--- config.mk ---
export PLATFORM = sky130hd
export DESIGN_NAME = balance_cascade_controller_top
export DESIGN_NICKNAME = d
export VERILOG_FILES = /design/src/bcc_pkg.sv /design/src/bcc_mac.sv /design/src/bcc_csr.sv /design/src/balance_cascade_controller_top.sv
export SDC_FILE = /design/constraint.sdc
export NUM_CORES = 2
export LEC_CHECK = 0
export ABC_CLOCK_PERIOD_IN_PS = 16800
export BUFFER_PORTS_ARGS = -buffer_cell sky130_fd_sc_hd__buf_4
export CORE_MARGIN = 4
export CORE_UTILIZATION = 35
export DETAILED_ROUTE_END_ITERATION = 8
export GPL_TIMING_DRIVEN = 0
export PLACE_DENSITY = 0.46
export SLEW_MARGIN = 5
export SYNTH_ARGS = -nofsm -noshare
export SYNTH_HDL_FRONTEND = slang
export SYNTH_SLANG_ARGS = --single-unit
export TNS_END_PERCENT = 10
--- constraint.sdc ---
create_clock -name clock -period 16.8 [get_ports clock]
set_clock_uncertainty 0.2 [all_clocks]
set_input_delay 0.84 -clock clock [delete_from_list [all_inputs] [get_ports clock]]
set_output_delay 0.84 -clock clock [all_outputs]
set_load 0.02 [all_outputs]
--- src/bcc_pkg.sv ---
`default_nettype none
// ----------------------------------------------------------------------------
// bcc_pkg: shared types and constants of the balance cascade controller
// Register indexes and reset values, multiply-accumulate request format,
// fixed-point widths and guard limits.
// ----------------------------------------------------------------------------
package bcc_pkg;

   // shared multiply-accumulate unit
   localparam int ACC_W = 51;   // accumulator, holds the widest PI sum
   localparam int OPA_W = 33;   // signed operand
   localparam int OPB_W = 16;   // unsigned coefficient

   localparam logic [1:0] MAC_HOLD      = 2'd0;
   localparam logic [1:0] MAC_LOAD      = 2'd1;
   localparam logic [1:0] MAC_ADD       = 2'd2;
   localparam logic [1:0] MAC_SHIFT_ADD = 2'd3;   // acc = (acc >>> 6) + a*b

   typedef struct packed {
      logic [1:0]              mode;
      logic signed [OPA_W-1:0] a;
      logic [OPB_W-1:0]        b;
   } mac_req_type;

   // configuration port
   localparam int CSR_IDX_W  = 8;
   localparam int CSR_DATA_W = 32;

   localparam logic [CSR_IDX_W-1:0] REG_ANGLE_GAIN_P   = 8'd0;
   localparam logic [CSR_IDX_W-1:0] REG_ANGLE_GAIN_D   = 8'd1;
   localparam logic [CSR_IDX_W-1:0] REG_SPEED_GAIN_P   = 8'd2;
   localparam logic [CSR_IDX_W-1:0] REG_SPEED_GAIN_I   = 8'd3;
   localparam logic [CSR_IDX_W-1:0] REG_ZERO_ANGLE     = 8'd4;
   localparam logic [CSR_IDX_W-1:0] REG_MOTOR_LIMIT    = 8'd5;
   localparam logic [CSR_IDX_W-1:0] REG_POSITION_LIMIT = 8'd6;
   localparam logic [CSR_IDX_W-1:0] REG_SPEED_SETPOINT = 8'd7;

   localparam logic [15:0] RST_ANGLE_GAIN_P   = 16'd23373;
   localparam logic [15:0] RST_ANGLE_GAIN_D   = 16'd54;
   localparam logic [15:0] RST_SPEED_GAIN_P   = 16'd1306;
   localparam logic [15:0] RST_SPEED_GAIN_I   = 16'd26;
   localparam logic [14:0] RST_ZERO_ANGLE     = 15'd0;
   localparam logic [14:0] RST_MOTOR_LIMIT    = 15'd6900;
   localparam logic [22:0] RST_POSITION_LIMIT = 23'd550000;
   localparam logic [15:0] RST_SPEED_SETPOINT = 16'd0;

   typedef struct packed {
      logic [15:0]        angle_gain_p;
      logic [15:0]        angle_gain_d;
      logic [15:0]        speed_gain_p;
      logic [15:0]        speed_gain_i;
      logic signed [14:0] zero_angle;
      logic [14:0]        motor_limit;
      logic [22:0]        position_limit;
      logic signed [15:0] speed_setpoint;
   } cfg_type;

   // low-pass weights: 179/256 old, 77/256 new (new one prescaled by 256)
   localparam logic [OPB_W-1:0] FILT_OLD    = 16'd179;
   localparam logic [OPB_W-1:0] FILT_NEW_Q8 = 16'd19712;

   // guards in 1/64 degree: 10 and 45 degrees
   localparam logic signed [15:0] PITCH_GUARD = 16'sd640;
   localparam logic signed [15:0] TILT_GUARD  = 16'sd2880;

endpackage
`default_nettype wire

--- src/bcc_mac.sv ---
`default_nettype none
// ----------------------------------------------------------------------------
// bcc_mac: shared multiply-accumulate unit
// One signed 33 x unsigned 16 product per cycle into a registered accumulator,
// with hold, load, add and shift-then-add modes.
// ----------------------------------------------------------------------------
module bcc_mac (
   input  wire logic                              clock,
   input  wire bcc_pkg::mac_req_type              mac_req,
   output logic signed [bcc_pkg::ACC_W-1:0]       acc
);
   import bcc_pkg::*;

   logic signed [OPA_W+OPB_W:0] prod;
   logic signed [ACC_W-1:0]     prod_ext;
   logic signed [ACC_W-1:0]     acc_ff;
   logic signed [ACC_W-1:0]     acc_in;

   assign prod     = $signed(mac_req.a) * $signed({1'b0, mac_req.b});
   assign prod_ext = {{(ACC_W-OPA_W-OPB_W-1){prod[OPA_W+OPB_W]}}, prod};

   always_comb begin
      case (mac_req.mode)
         MAC_LOAD:      acc_in = prod_ext;
         MAC_ADD:       acc_in = acc_ff + prod_ext;
         MAC_SHIFT_ADD: acc_in = (acc_ff >>> 6) + prod_ext;
         default:       acc_in = acc_ff;
      endcase
   end

   always_ff @(posedge clock) begin
      acc_ff <= acc_in;
   end

   assign acc = acc_ff;

endmodule
`default_nettype wire

--- src/bcc_csr.sv ---
`default_nettype none
// ----------------------------------------------------------------------------
// bcc_csr: configuration register file
// Gains, offsets and limits, written one word at a time; always ready.
// ----------------------------------------------------------------------------
module bcc_csr (
   input  wire logic                             clock,
   input  wire logic                             reset,
   input  wire logic                             csr_valid,
   output logic                                  csr_ready,
   input  wire logic [bcc_pkg::CSR_IDX_W-1:0]    csr_index,
   input  wire logic [bcc_pkg::CSR_DATA_W-1:0]   csr_data,
   output bcc_pkg::cfg_type                      cfg
);
   import bcc_pkg::*;

   cfg_type cfg_ff;
   cfg_type cfg_in;

   assign csr_ready = 1'b1;

   always_comb begin
      cfg_in = cfg_ff;
      if (csr_valid) begin
         case (csr_index)
            REG_ANGLE_GAIN_P:   cfg_in.angle_gain_p   = csr_data[15:0];
            REG_ANGLE_GAIN_D:   cfg_in.angle_gain_d   = csr_data[15:0];
            REG_SPEED_GAIN_P:   cfg_in.speed_gain_p   = csr_data[15:0];
            REG_SPEED_GAIN_I:   cfg_in.speed_gain_i   = csr_data[15:0];
            REG_ZERO_ANGLE:     cfg_in.zero_angle     = $signed(csr_data[14:0]);
            REG_MOTOR_LIMIT:    cfg_in.motor_limit    = csr_data[14:0];
            REG_POSITION_LIMIT: cfg_in.position_limit = csr_data[22:0];
            REG_SPEED_SETPOINT: cfg_in.speed_setpoint = $signed(csr_data[15:0]);
            default:            cfg_in = cfg_ff;
         endcase
      end
   end

   always_ff @(posedge clock) begin
      if (reset) begin
         cfg_ff.angle_gain_p   <= RST_ANGLE_GAIN_P;
         cfg_ff.angle_gain_d   <= RST_ANGLE_GAIN_D;
         cfg_ff.speed_gain_p   <= RST_SPEED_GAIN_P;
         cfg_ff.speed_gain_i   <= RST_SPEED_GAIN_I;
         cfg_ff.zero_angle     <= $signed(RST_ZERO_ANGLE);
         cfg_ff.motor_limit    <= RST_MOTOR_LIMIT;
         cfg_ff.position_limit <= RST_POSITION_LIMIT;
         cfg_ff.speed_setpoint <= $signed(RST_SPEED_SETPOINT);
      end else begin
         cfg_ff <= cfg_in;
      end
   end

   assign cfg = cfg_ff;

endmodule
`default_nettype wire

--- src/balance_cascade_controller_top.sv ---
`default_nettype none
// ----------------------------------------------------------------------------
// balance_cascade_controller_top: PD angle loop cascaded with a PI speed loop
// Takes one control-tick word, returns one pair of wheel drives and a fall flag.
// ----------------------------------------------------------------------------
// A small sequencer steps every product of the tick through one shared
// multiply-accumulate unit, at most one product per cycle. A word without
// speed_tick runs A1 to A5 and ST_OUT until req_tready is back, the result
// showing on the rsp side at that same edge; a word with speed_tick first runs
// SUM and the filter, position and PI steps. A pending result does not block
// the next word; only the final load waits when the output register is full.
// Configuration words are taken at any time but belong in idle periods.
// ----------------------------------------------------------------------------
module balance_cascade_controller_top (
   input  wire logic         clock,
   input  wire logic         reset,
   // tilt_angle[14:0], pitch_angle[29:15], gyro_rate[45:30], left_count[61:46],
   // right_count[77:62], drive_speed[93:78], turn_offset[109:94],
   // ranging_offset[125:110], zero fill [127:126]
   input  wire logic [127:0] req_tdata,
   // speed_tick[0]
   input  wire logic         req_tuser,
   input  wire logic         req_tvalid,
   output logic              req_tready,
   // left_magnitude[14:0], left_reverse[15], right_magnitude[30:16],
   // right_reverse[31], fallen[32], zero fill [39:33]
   output logic [39:0]       rsp_tdata,
   output logic              rsp_tvalid,
   input  wire logic         rsp_tready,
   input  wire logic         csr_valid,
   output logic              csr_ready,
   input  wire logic [7:0]   csr_index,
   input  wire logic [31:0]  csr_data
);
   import bcc_pkg::*;

   localparam logic [4:0] ST_IDLE = 5'd0;
   localparam logic [4:0] ST_SUM  = 5'd1;
   localparam logic [4:0] ST_F1   = 5'd2;
   localparam logic [4:0] ST_F2   = 5'd3;
   localparam logic [4:0] ST_F3   = 5'd4;
   localparam logic [4:0] ST_P1   = 5'd5;
   localparam logic [4:0] ST_P2   = 5'd6;
   localparam logic [4:0] ST_P3   = 5'd7;
   localparam logic [4:0] ST_S1   = 5'd8;
   localparam logic [4:0] ST_S2   = 5'd9;
   localparam logic [4:0] ST_S3   = 5'd10;
   localparam logic [4:0] ST_A1   = 5'd11;
   localparam logic [4:0] ST_A2   = 5'd12;
   localparam logic [4:0] ST_A3   = 5'd13;
   localparam logic [4:0] ST_A4   = 5'd14;
   localparam logic [4:0] ST_A5   = 5'd15;
   localparam logic [4:0] ST_OUT  = 5'd16;

   localparam logic signed [36:0] TRUNC_BIAS = 37'sd255;

   function automatic logic signed [31:0] sat32(input logic signed [ACC_W-1:0] x);
      logic hi_ones;
      logic hi_zeros;
      hi_ones  = &x[ACC_W-1:31];
      hi_zeros = ~(|x[ACC_W-1:31]);
      if (hi_ones || hi_zeros) begin
         sat32 = x[31:0];
      end else if (x[ACC_W-1]) begin
         sat32 = 32'sh8000_0000;
      end else begin
         sat32 = 32'sh7fff_ffff;
      end
   endfunction

   cfg_type     cfg;
   mac_req_type mac_req;
   logic signed [ACC_W-1:0] acc;
   logic signed [ACC_W-1:0] acc_sh8;

   // request fields
   logic signed [14:0] tilt_w;
   logic signed [14:0] pitch_w;
   logic signed [15:0] gyro_w;
   logic signed [15:0] lcnt_w;
   logic signed [15:0] rcnt_w;
   logic signed [15:0] drive_w;
   logic signed [15:0] turn_w;
   logic signed [15:0] rang_w;

   logic [4:0]         state_ff, state_in;
   logic signed [14:0] pitch_ff, pitch_in;
   logic signed [15:0] gyro_ff, gyro_in;
   logic signed [15:0] drive_ff, drive_in;
   logic signed [15:0] turn_ff, turn_in;
   logic signed [15:0] rang_ff, rang_in;
   logic signed [15:0] diff_ff, diff_in;
   logic [31:0]        left_sum_ff, left_sum_in;
   logic [31:0]        right_sum_ff, right_sum_in;
   logic signed [32:0] opnd_ff, opnd_in;
   logic signed [31:0] sf_ff, sf_in;
   logic signed [31:0] pos_ff, pos_in;
   logic signed [31:0] term_ff, term_in;
   logic               fall_ff, fall_in;
   logic signed [33:0] ptmp_ff, ptmp_in;
   logic signed [36:0] lq_ff, lq_in;
   logic signed [36:0] rq_ff, rq_in;
   logic signed [28:0] lw_ff, lw_in;
   logic signed [28:0] rw_ff, rw_in;
   logic               rsp_valid_ff, rsp_valid_in;
   logic [39:0]        rsp_data_ff, rsp_data_in;

   // combinational helpers
   logic signed [16:0] offs_sum;
   logic signed [33:0] plim;
   logic signed [33:0] pos_pick;
   logic signed [36:0] lq_bias, rq_bias;
   logic signed [28:0] mlim;
   logic signed [28:0] lc, rc;
   logic signed [28:0] lmag, rmag;
   logic               fell, lifted;

   bcc_csr u_csr (
      .clock     (clock),
      .reset     (reset),
      .csr_valid (csr_valid),
      .csr_ready (csr_ready),
      .csr_index (csr_index),
      .csr_data  (csr_data),
      .cfg       (cfg)
   );

   bcc_mac u_mac (
      .clock   (clock),
      .mac_req (mac_req),
      .acc     (acc)
   );

   assign tilt_w  = $signed(req_tdata[14:0]);
   assign pitch_w = $signed(req_tdata[29:15]);
   assign gyro_w  = $signed(req_tdata[45:30]);
   assign lcnt_w  = $signed(req_tdata[61:46]);
   assign rcnt_w  = $signed(req_tdata[77:62]);
   assign drive_w = $signed(req_tdata[93:78]);
   assign turn_w  = $signed(req_tdata[109:94]);
   assign rang_w  = $signed(req_tdata[125:110]);

   assign req_tready = (state_ff == ST_IDLE);
   assign acc_sh8    = acc >>> 8;

   assign offs_sum = {drive_ff[15], drive_ff} + {rang_ff[15], rang_ff};
   assign plim     = $signed({3'b000, cfg.position_limit, 8'h00});
   assign pos_pick = fall_ff ? 34'sd0 : ptmp_ff;

   // truncation toward zero of the Q8 drive sums
   assign lq_bias = lq_ff + (lq_ff[36] ? TRUNC_BIAS : 37'sd0);
   assign rq_bias = rq_ff + (rq_ff[36] ? TRUNC_BIAS : 37'sd0);

   assign mlim = $signed({14'd0, cfg.motor_limit});

   always_comb begin
      if (lw_ff > mlim) begin
         lc = mlim;
      end else if (lw_ff < -mlim) begin
         lc = -mlim;
      end else begin
         lc = lw_ff;
      end
      if (rw_ff > mlim) begin
         rc = mlim;
      end else if (rw_ff < -mlim) begin
         rc = -mlim;
      end else begin
         rc = rw_ff;
      end
   end

   assign lmag   = lc[28] ? -lc : lc;
   assign rmag   = rc[28] ? -rc : rc;
   assign fell   = (diff_ff > TILT_GUARD) || (diff_ff < -TILT_GUARD);
   assign lifted = ($signed({pitch_ff[14], pitch_ff}) > PITCH_GUARD) ||
                   ($signed({pitch_ff[14], pitch_ff}) < -PITCH_GUARD);

   always_comb begin
      state_in     = state_ff;
      pitch_in     = pitch_ff;
      gyro_in      = gyro_ff;
      drive_in     = drive_ff;
      turn_in      = turn_ff;
      rang_in      = rang_ff;
      diff_in      = diff_ff;
      left_sum_in  = left_sum_ff;
      right_sum_in = right_sum_ff;
      opnd_in      = opnd_ff;
      sf_in        = sf_ff;
      pos_in       = pos_ff;
      term_in      = term_ff;
      fall_in      = fall_ff;
      ptmp_in      = ptmp_ff;
      lq_in        = lq_ff;
      rq_in        = rq_ff;
      lw_in        = lw_ff;
      rw_in        = rw_ff;
      rsp_valid_in = rsp_valid_ff & ~rsp_tready;
      rsp_data_in  = rsp_data_ff;
      mac_req.mode = MAC_HOLD;
      mac_req.a    = opnd_ff;
      mac_req.b    = cfg.speed_gain_p;

      case (state_ff)
         ST_IDLE: begin
            if (req_tvalid) begin
               pitch_in     = pitch_w;
               gyro_in      = gyro_w;
               drive_in     = drive_w;
               turn_in      = turn_w;
               rang_in      = rang_w;
               diff_in      = {tilt_w[14], tilt_w} - {cfg.zero_angle[14], cfg.zero_angle};
               left_sum_in  = left_sum_ff + {{16{lcnt_w[15]}}, lcnt_w};
               right_sum_in = right_sum_ff - {{16{rcnt_w[15]}}, rcnt_w};
               state_in     = req_tuser ? ST_SUM : ST_A1;
            end
         end
         ST_SUM: begin
            opnd_in      = $signed({left_sum_ff[31], left_sum_ff}) +
                           $signed({right_sum_ff[31], right_sum_ff});
            left_sum_in  = 32'd0;
            right_sum_in = 32'd0;
            state_in     = ST_F1;
         end
         ST_F1: begin
            mac_req.mode = MAC_LOAD;
            mac_req.a    = {sf_ff[31], sf_ff};
            mac_req.b    = FILT_OLD;
            state_in     = ST_F2;
         end
         ST_F2: begin
            mac_req.mode = MAC_ADD;
            mac_req.a    = opnd_ff;
            mac_req.b    = FILT_NEW_Q8;
            state_in     = ST_F3;
         end
         ST_F3: begin
            sf_in    = sat32(acc_sh8);
            state_in = ST_P1;
         end
         ST_P1: begin
            ptmp_in  = {{2{pos_ff[31]}}, pos_ff} + {{2{sf_ff[31]}}, sf_ff};
            state_in = ST_P2;
         end
         ST_P2: begin
            ptmp_in  = ptmp_ff + {{9{offs_sum[16]}}, offs_sum, 8'h00};
            state_in = ST_P3;
         end
         ST_P3: begin
            // fall of the previous tick zeroes the position before the clamp
            if (pos_pick > plim) begin
               pos_in = plim[31:0];
            end else if (pos_pick < -plim) begin
               pos_in = 32'(-plim);
            end else begin
               pos_in = pos_pick[31:0];
            end
            opnd_in  = {sf_ff[31], sf_ff} -
                       {{9{cfg.speed_setpoint[15]}}, cfg.speed_setpoint, 8'h00};
            state_in = ST_S1;
         end
         ST_S1: begin
            mac_req.mode = MAC_LOAD;
            mac_req.a    = opnd_ff;
            mac_req.b    = cfg.speed_gain_p;
            state_in     = ST_S2;
         end
         ST_S2: begin
            mac_req.mode = MAC_ADD;
            mac_req.a    = {pos_ff[31], pos_ff};
            mac_req.b    = cfg.speed_gain_i;
            state_in     = ST_S3;
         end
         ST_S3: begin
            term_in  = sat32(acc_sh8);
            state_in = ST_A1;
         end
         ST_A1: begin
            mac_req.mode = MAC_LOAD;
            mac_req.a    = {{17{diff_ff[15]}}, diff_ff};
            mac_req.b    = cfg.angle_gain_p;
            state_in     = ST_A2;
         end
         ST_A2: begin
            // floor(diff*kp/64) + gyro*kd
            mac_req.mode = MAC_SHIFT_ADD;
            mac_req.a    = {{17{gyro_ff[15]}}, gyro_ff};
            mac_req.b    = cfg.angle_gain_d;
            state_in     = ST_A3;
         end
         ST_A3: begin
            lq_in    = acc[36:0] + {{5{term_ff[31]}}, term_ff};
            rq_in    = acc[36:0] + {{5{term_ff[31]}}, term_ff};
            state_in = ST_A4;
         end
         ST_A4: begin
            lq_in    = lq_ff + {{13{turn_ff[15]}}, turn_ff, 8'h00};
            rq_in    = rq_ff - {{13{turn_ff[15]}}, turn_ff, 8'h00};
            state_in = ST_A5;
         end
         ST_A5: begin
            lw_in    = lq_bias[36:8];
            rw_in    = rq_bias[36:8];
            state_in = ST_OUT;
         end
         ST_OUT: begin
            if (!rsp_valid_ff || rsp_tready) begin
               rsp_valid_in        = 1'b1;
               rsp_data_in         = 40'd0;
               rsp_data_in[14:0]   = (fell || lifted) ? 15'd0 : lmag[14:0];
               rsp_data_in[15]     = lc[28];
               rsp_data_in[30:16]  = (fell || lifted) ? 15'd0 : rmag[14:0];
               rsp_data_in[31]     = rc[28];
               rsp_data_in[32]     = fell;
               fall_in             = fell;
               state_in            = ST_IDLE;
            end
         end
         default: begin
            state_in = ST_IDLE;
         end
      endcase
   end

   always_ff @(posedge clock) begin
      if (reset) begin
         state_ff     <= ST_IDLE;
         left_sum_ff  <= 32'd0;
         right_sum_ff <= 32'd0;
         sf_ff        <= 32'sd0;
         pos_ff       <= 32'sd0;
         term_ff      <= 32'sd0;
         fall_ff      <= 1'b0;
         rsp_valid_ff <= 1'b0;
      end else begin
         state_ff     <= state_in;
         left_sum_ff  <= left_sum_in;
         right_sum_ff <= right_sum_in;
         sf_ff        <= sf_in;
         pos_ff       <= pos_in;
         term_ff      <= term_in;
         fall_ff      <= fall_in;
         rsp_valid_ff <= rsp_valid_in;
      end
   end

   always_ff @(posedge clock) begin
      pitch_ff    <= pitch_in;
      gyro_ff     <= gyro_in;
      drive_ff    <= drive_in;
      turn_ff     <= turn_in;
      rang_ff     <= rang_in;
      diff_ff     <= diff_in;
      opnd_ff     <= opnd_in;
      ptmp_ff     <= ptmp_in;
      lq_ff       <= lq_in;
      rq_ff       <= rq_in;
      lw_ff       <= lw_in;
      rw_ff       <= rw_in;
      rsp_data_ff <= rsp_data_in;
   end

   assign rsp_tvalid = rsp_valid_ff;
   assign rsp_tdata  = rsp_data_ff;

endmodule
`default_nettype wire
==> results.yml <==
min_path:
  worstHoldPathCells: 1
  hold_path_startpoint: "req_tdata[125]"
  worst_hold_path_type: "in -> reg"
  min_delay_worst_endpoint: "rang_ff[15]"
critical_path:
  timing.critical_path.arrival_ps: 13210
  crit_path_max_incr_delay_ps: 1060
  r2r.worst_path.cells: 42
  path_class: "reg -> reg"
  timing.critical_path.fanout_max: 10
  r2r_end: "u_mac.acc[49]"
  rrSetupSlack_ps: 3830
  setup.worst_path.end_class: "flop"
  crit_path_top_delay_cell: "sky130_fd_sc_hd__a21oi_1"
  r2r_start: "state_ff[1]"
  worstPathRequired_ps: 17050
  startpoint_type: "flop"
  timing.critical_path.mode_cell: "sky130_fd_sc_hd__fa_1"
cts:
  cts.reportedPaths.clkPinSlew_ps: 60
  post_cts_hold_buffer_count: 0
  cts_buffers: 86
  cts_max_level: 3
  tritoncts_num_sinks: 670
  clock_tree_from_tritoncts: "yes"
  worst_skew_pair.late_latency_ps: 720
  clockBufferDepth: 3
  quantity_of_gates_resized_following_cts: 0
  ctsRootBufferMaster: "sky130_fd_sc_hd__clkbuf_16"
  postCtsSetupRepairBufs: 0
route:
  drc_errors: 0
  wl_per_cell_um: 22.74
  route.detailed.vias_per_inst: 5.308
  routed_wl_mm: 243.6
  drt_pre_antenna_iters: 6
  ant_nets: 0
  detail_route.iter0.violations: 3892
  num_vias: 56840
flow_run:
  max_cap_violations: 0
logic_synthesis:
  synthesis.yosys.warnings: 0
  netlist_area_um2: 66880
  synth_seq_area_share_pct: 25.59
  postSynth.asyncResetShare_pct: 0
  syn_avg_cell_area_um2: 8.537
  synth_cell_type_count: 110
  syn-instance-count: 7834
  yosys_register_bits: 670
  synth_enable_flop_cells: 370
  synth_flop_cell: "sky130_fd_sc_hd__edfxtp_1"
place:
  dp_hpwl_mm: 200.0
  detailed_place.area_um2: 71690
  port-buffer-count: 181
  place.gp.congestion: 0.9343
timing:
  tightest_slew_ps: 1395
  min_period_over_period_pct: 77.20
  max_freq_mhz: 77.11
  maxSlewHeadroom_pct: 6.276
  hold_viol: 0
  finalSetupViolations: 0
  fin_tns_setup_ps: 0
  total_count_of_max_transition_violations_in_the_final_report: 0
  rsz_0062_raised_after_global_routing: "false"
  layout_min_cycle_time_ps: 12970
floorplanning:
  die_h_um: 445.1
  design.portCount: 217
  floorplan.die_area_um2: 198100
  chipWidth_um: 445.1
  core_area_um2: 190000
  effective_utilization_at_floorplan_pct: 35.20
  rows: 160
finish:
  flow.area_growth_from_synthesis_pct: 11.57
  most_common_cell_after_layout_fill_and_taps_aside: "sky130_fd_sc_hd__nand2_1"
  most-common-layout-cells: "sky130_fd_sc_hd__nand2_1, sky130_fd_sc_hd__inv_1, sky130_fd_sc_hd__nor2_1, sky130_fd_sc_hd__ha_1, sky130_fd_sc_hd__a21oi_1"
  finish.net_count: 9432
  post_route_cells_drive_above_1_share_pct: 5.381
  filler_cell_count: 19530
  final_design_area_no_fill_um2: 74620
global_routing:
  overflow: 0
  grt_util_all_layers_pct: 24.26
  grt_max_degree: 37
  via_count_of_the_first_global_routing_pass: 57200
  antenna_found_initial: 8
  first_pass_grt_wire_length_mm: 364.7
run_status:
  run_status: "finished, final reports clean"
==> layer usage <==
metal | wire length [um] | up-vias | track usage, % | part of all wire (%)
li1 | - | 27310 | - | -
met1 | 110300 | 27710 | 32.81 | 45
met2 | 110700 | 1441 | 39.64 | 45
met3 | 12520 | 382 | 3.430 | 5.1
met4 | 9964 | 4 | 8.632 | 4.1
met5 | 26 | - | 0 | 0.011
==> cell families (layout without fill, tap and decap cells) <==
group / after synthesis / after routing / share of synthesized area, %
AOI/OAI and AO/OA: 1749 / 1749 / 16.77
xor gates and xnor gates: 452 / 452 / 5.951
adders and majority gates: 1135 / 1135 / 27.02
buffers and inverters: 1146 / 1502 / 6.548
DFF: 670 / 670 / 25.59
muxes: 39 / 39 / 0.6043
other: 2 / 10 / 0.01123
and+or+nand+nor: 2641 / 2641 / 17.50
==> registers in the layout, indices dropped and copies added (netlist names), 32 cells and up <==
name	cells
left_sum_ff	32
sf_ff	32
rq_ff	36
right_sum_ff	32
rsp_tdata	33
u_csr.cfg	133
opnd_ff	33
u_mac.acc	51
term_ff	32
ptmp_ff	34
pos_ff	32
==> worst max-delay path by stage <==
stage,from,end,cells after the start
after floorplan,state_ff[2],u_mac.acc[49],43
after global placement,state_ff[4],u_mac.acc[49],42
after detailed placement,state_ff[0],u_mac.acc[49],41
after CTS,state_ff[0],u_mac.acc[49],41
after global routing,state_ff[1],u_mac.acc[49],43
final,state_ff[1],u_mac.acc[49],42
==> per-stage QoR <==
| stage | setup WS [ps] | cells | hold slack (ps) | util [%] |
|---|---|---|---|---|
| global route | 3098 | 10710 | 50.46 | 39.27 |
| global placement | 3642 | 10530 | 241.7 | 37.58 |
| floorplan | 6600 | 7840 | 235.7 | - |
| finish | 3831 | 10710 | 103.3 | 39.27 |
| CTS | 3796 | 10710 | 40.05 | 39.27 |
| detailed placement | 3851 | 10550 | 246.7 | 37.74 |
==> critical path: cells and delay by family, from the launching register on <==
kind                     cells  cell delay [ps]
AO/OA/AOI/OAI               17             5030
XOR/XNOR                     2              440
adder cells (fa/ha/maj)      8             3890
buffers and inverters        7             1640
flip-flops                   1              350
AND/OR/NAND/NOR              8             1110
==> cell usage after synthesis (all sizes together), types with 66 or more instances <==
cell type / instances / share of area [%]
xor2: 163 / 2.1
nor2b: 103 / 0.97
nand3: 182 / 1.4
edfxtp: 370 / 17
ha: 620 / 12
o21ai: 362 / 2.7
xnor2: 288 / 3.8
nor3: 100 / 0.78
a22oi: 66 / 0.74
clkbuf: 278 / 1.6
a21o: 216 / 2.4
a211oi: 108 / 1.2
dfxtp: 300 / 9.0
inv: 826 / 4.6
o21a: 101 / 1.1
and3: 75 / 0.70
a21oi: 535 / 4.0
nor2: 726 / 4.1
nand2: 1150 / 6.5
fa: 515 / 15
==> area by class of cell <==
class / instances / area (um2) / share of cell area [%]
Multi-Input combinational cell: 6024 / 45470 / 60.94
Sequential cell: 670 / 17120 / 22.94
Tap cell: 2511 / 3142 / 4.211
Inverter: 828 / 3109 / 4.167
Clock buffer: 112 / 2405 / 3.223
Timing Repair Buffer: 195 / 1583 / 2.121
Buffer: 318 / 1271 / 1.704
Clock inverter: 49 / 513.0 / 0.6875
Antenna cell: 2 / 5.005 / 0.006707
Power is not shown: default switching activity piles up to over one toggle a cycle in this logic, so the estimate is an artifact.
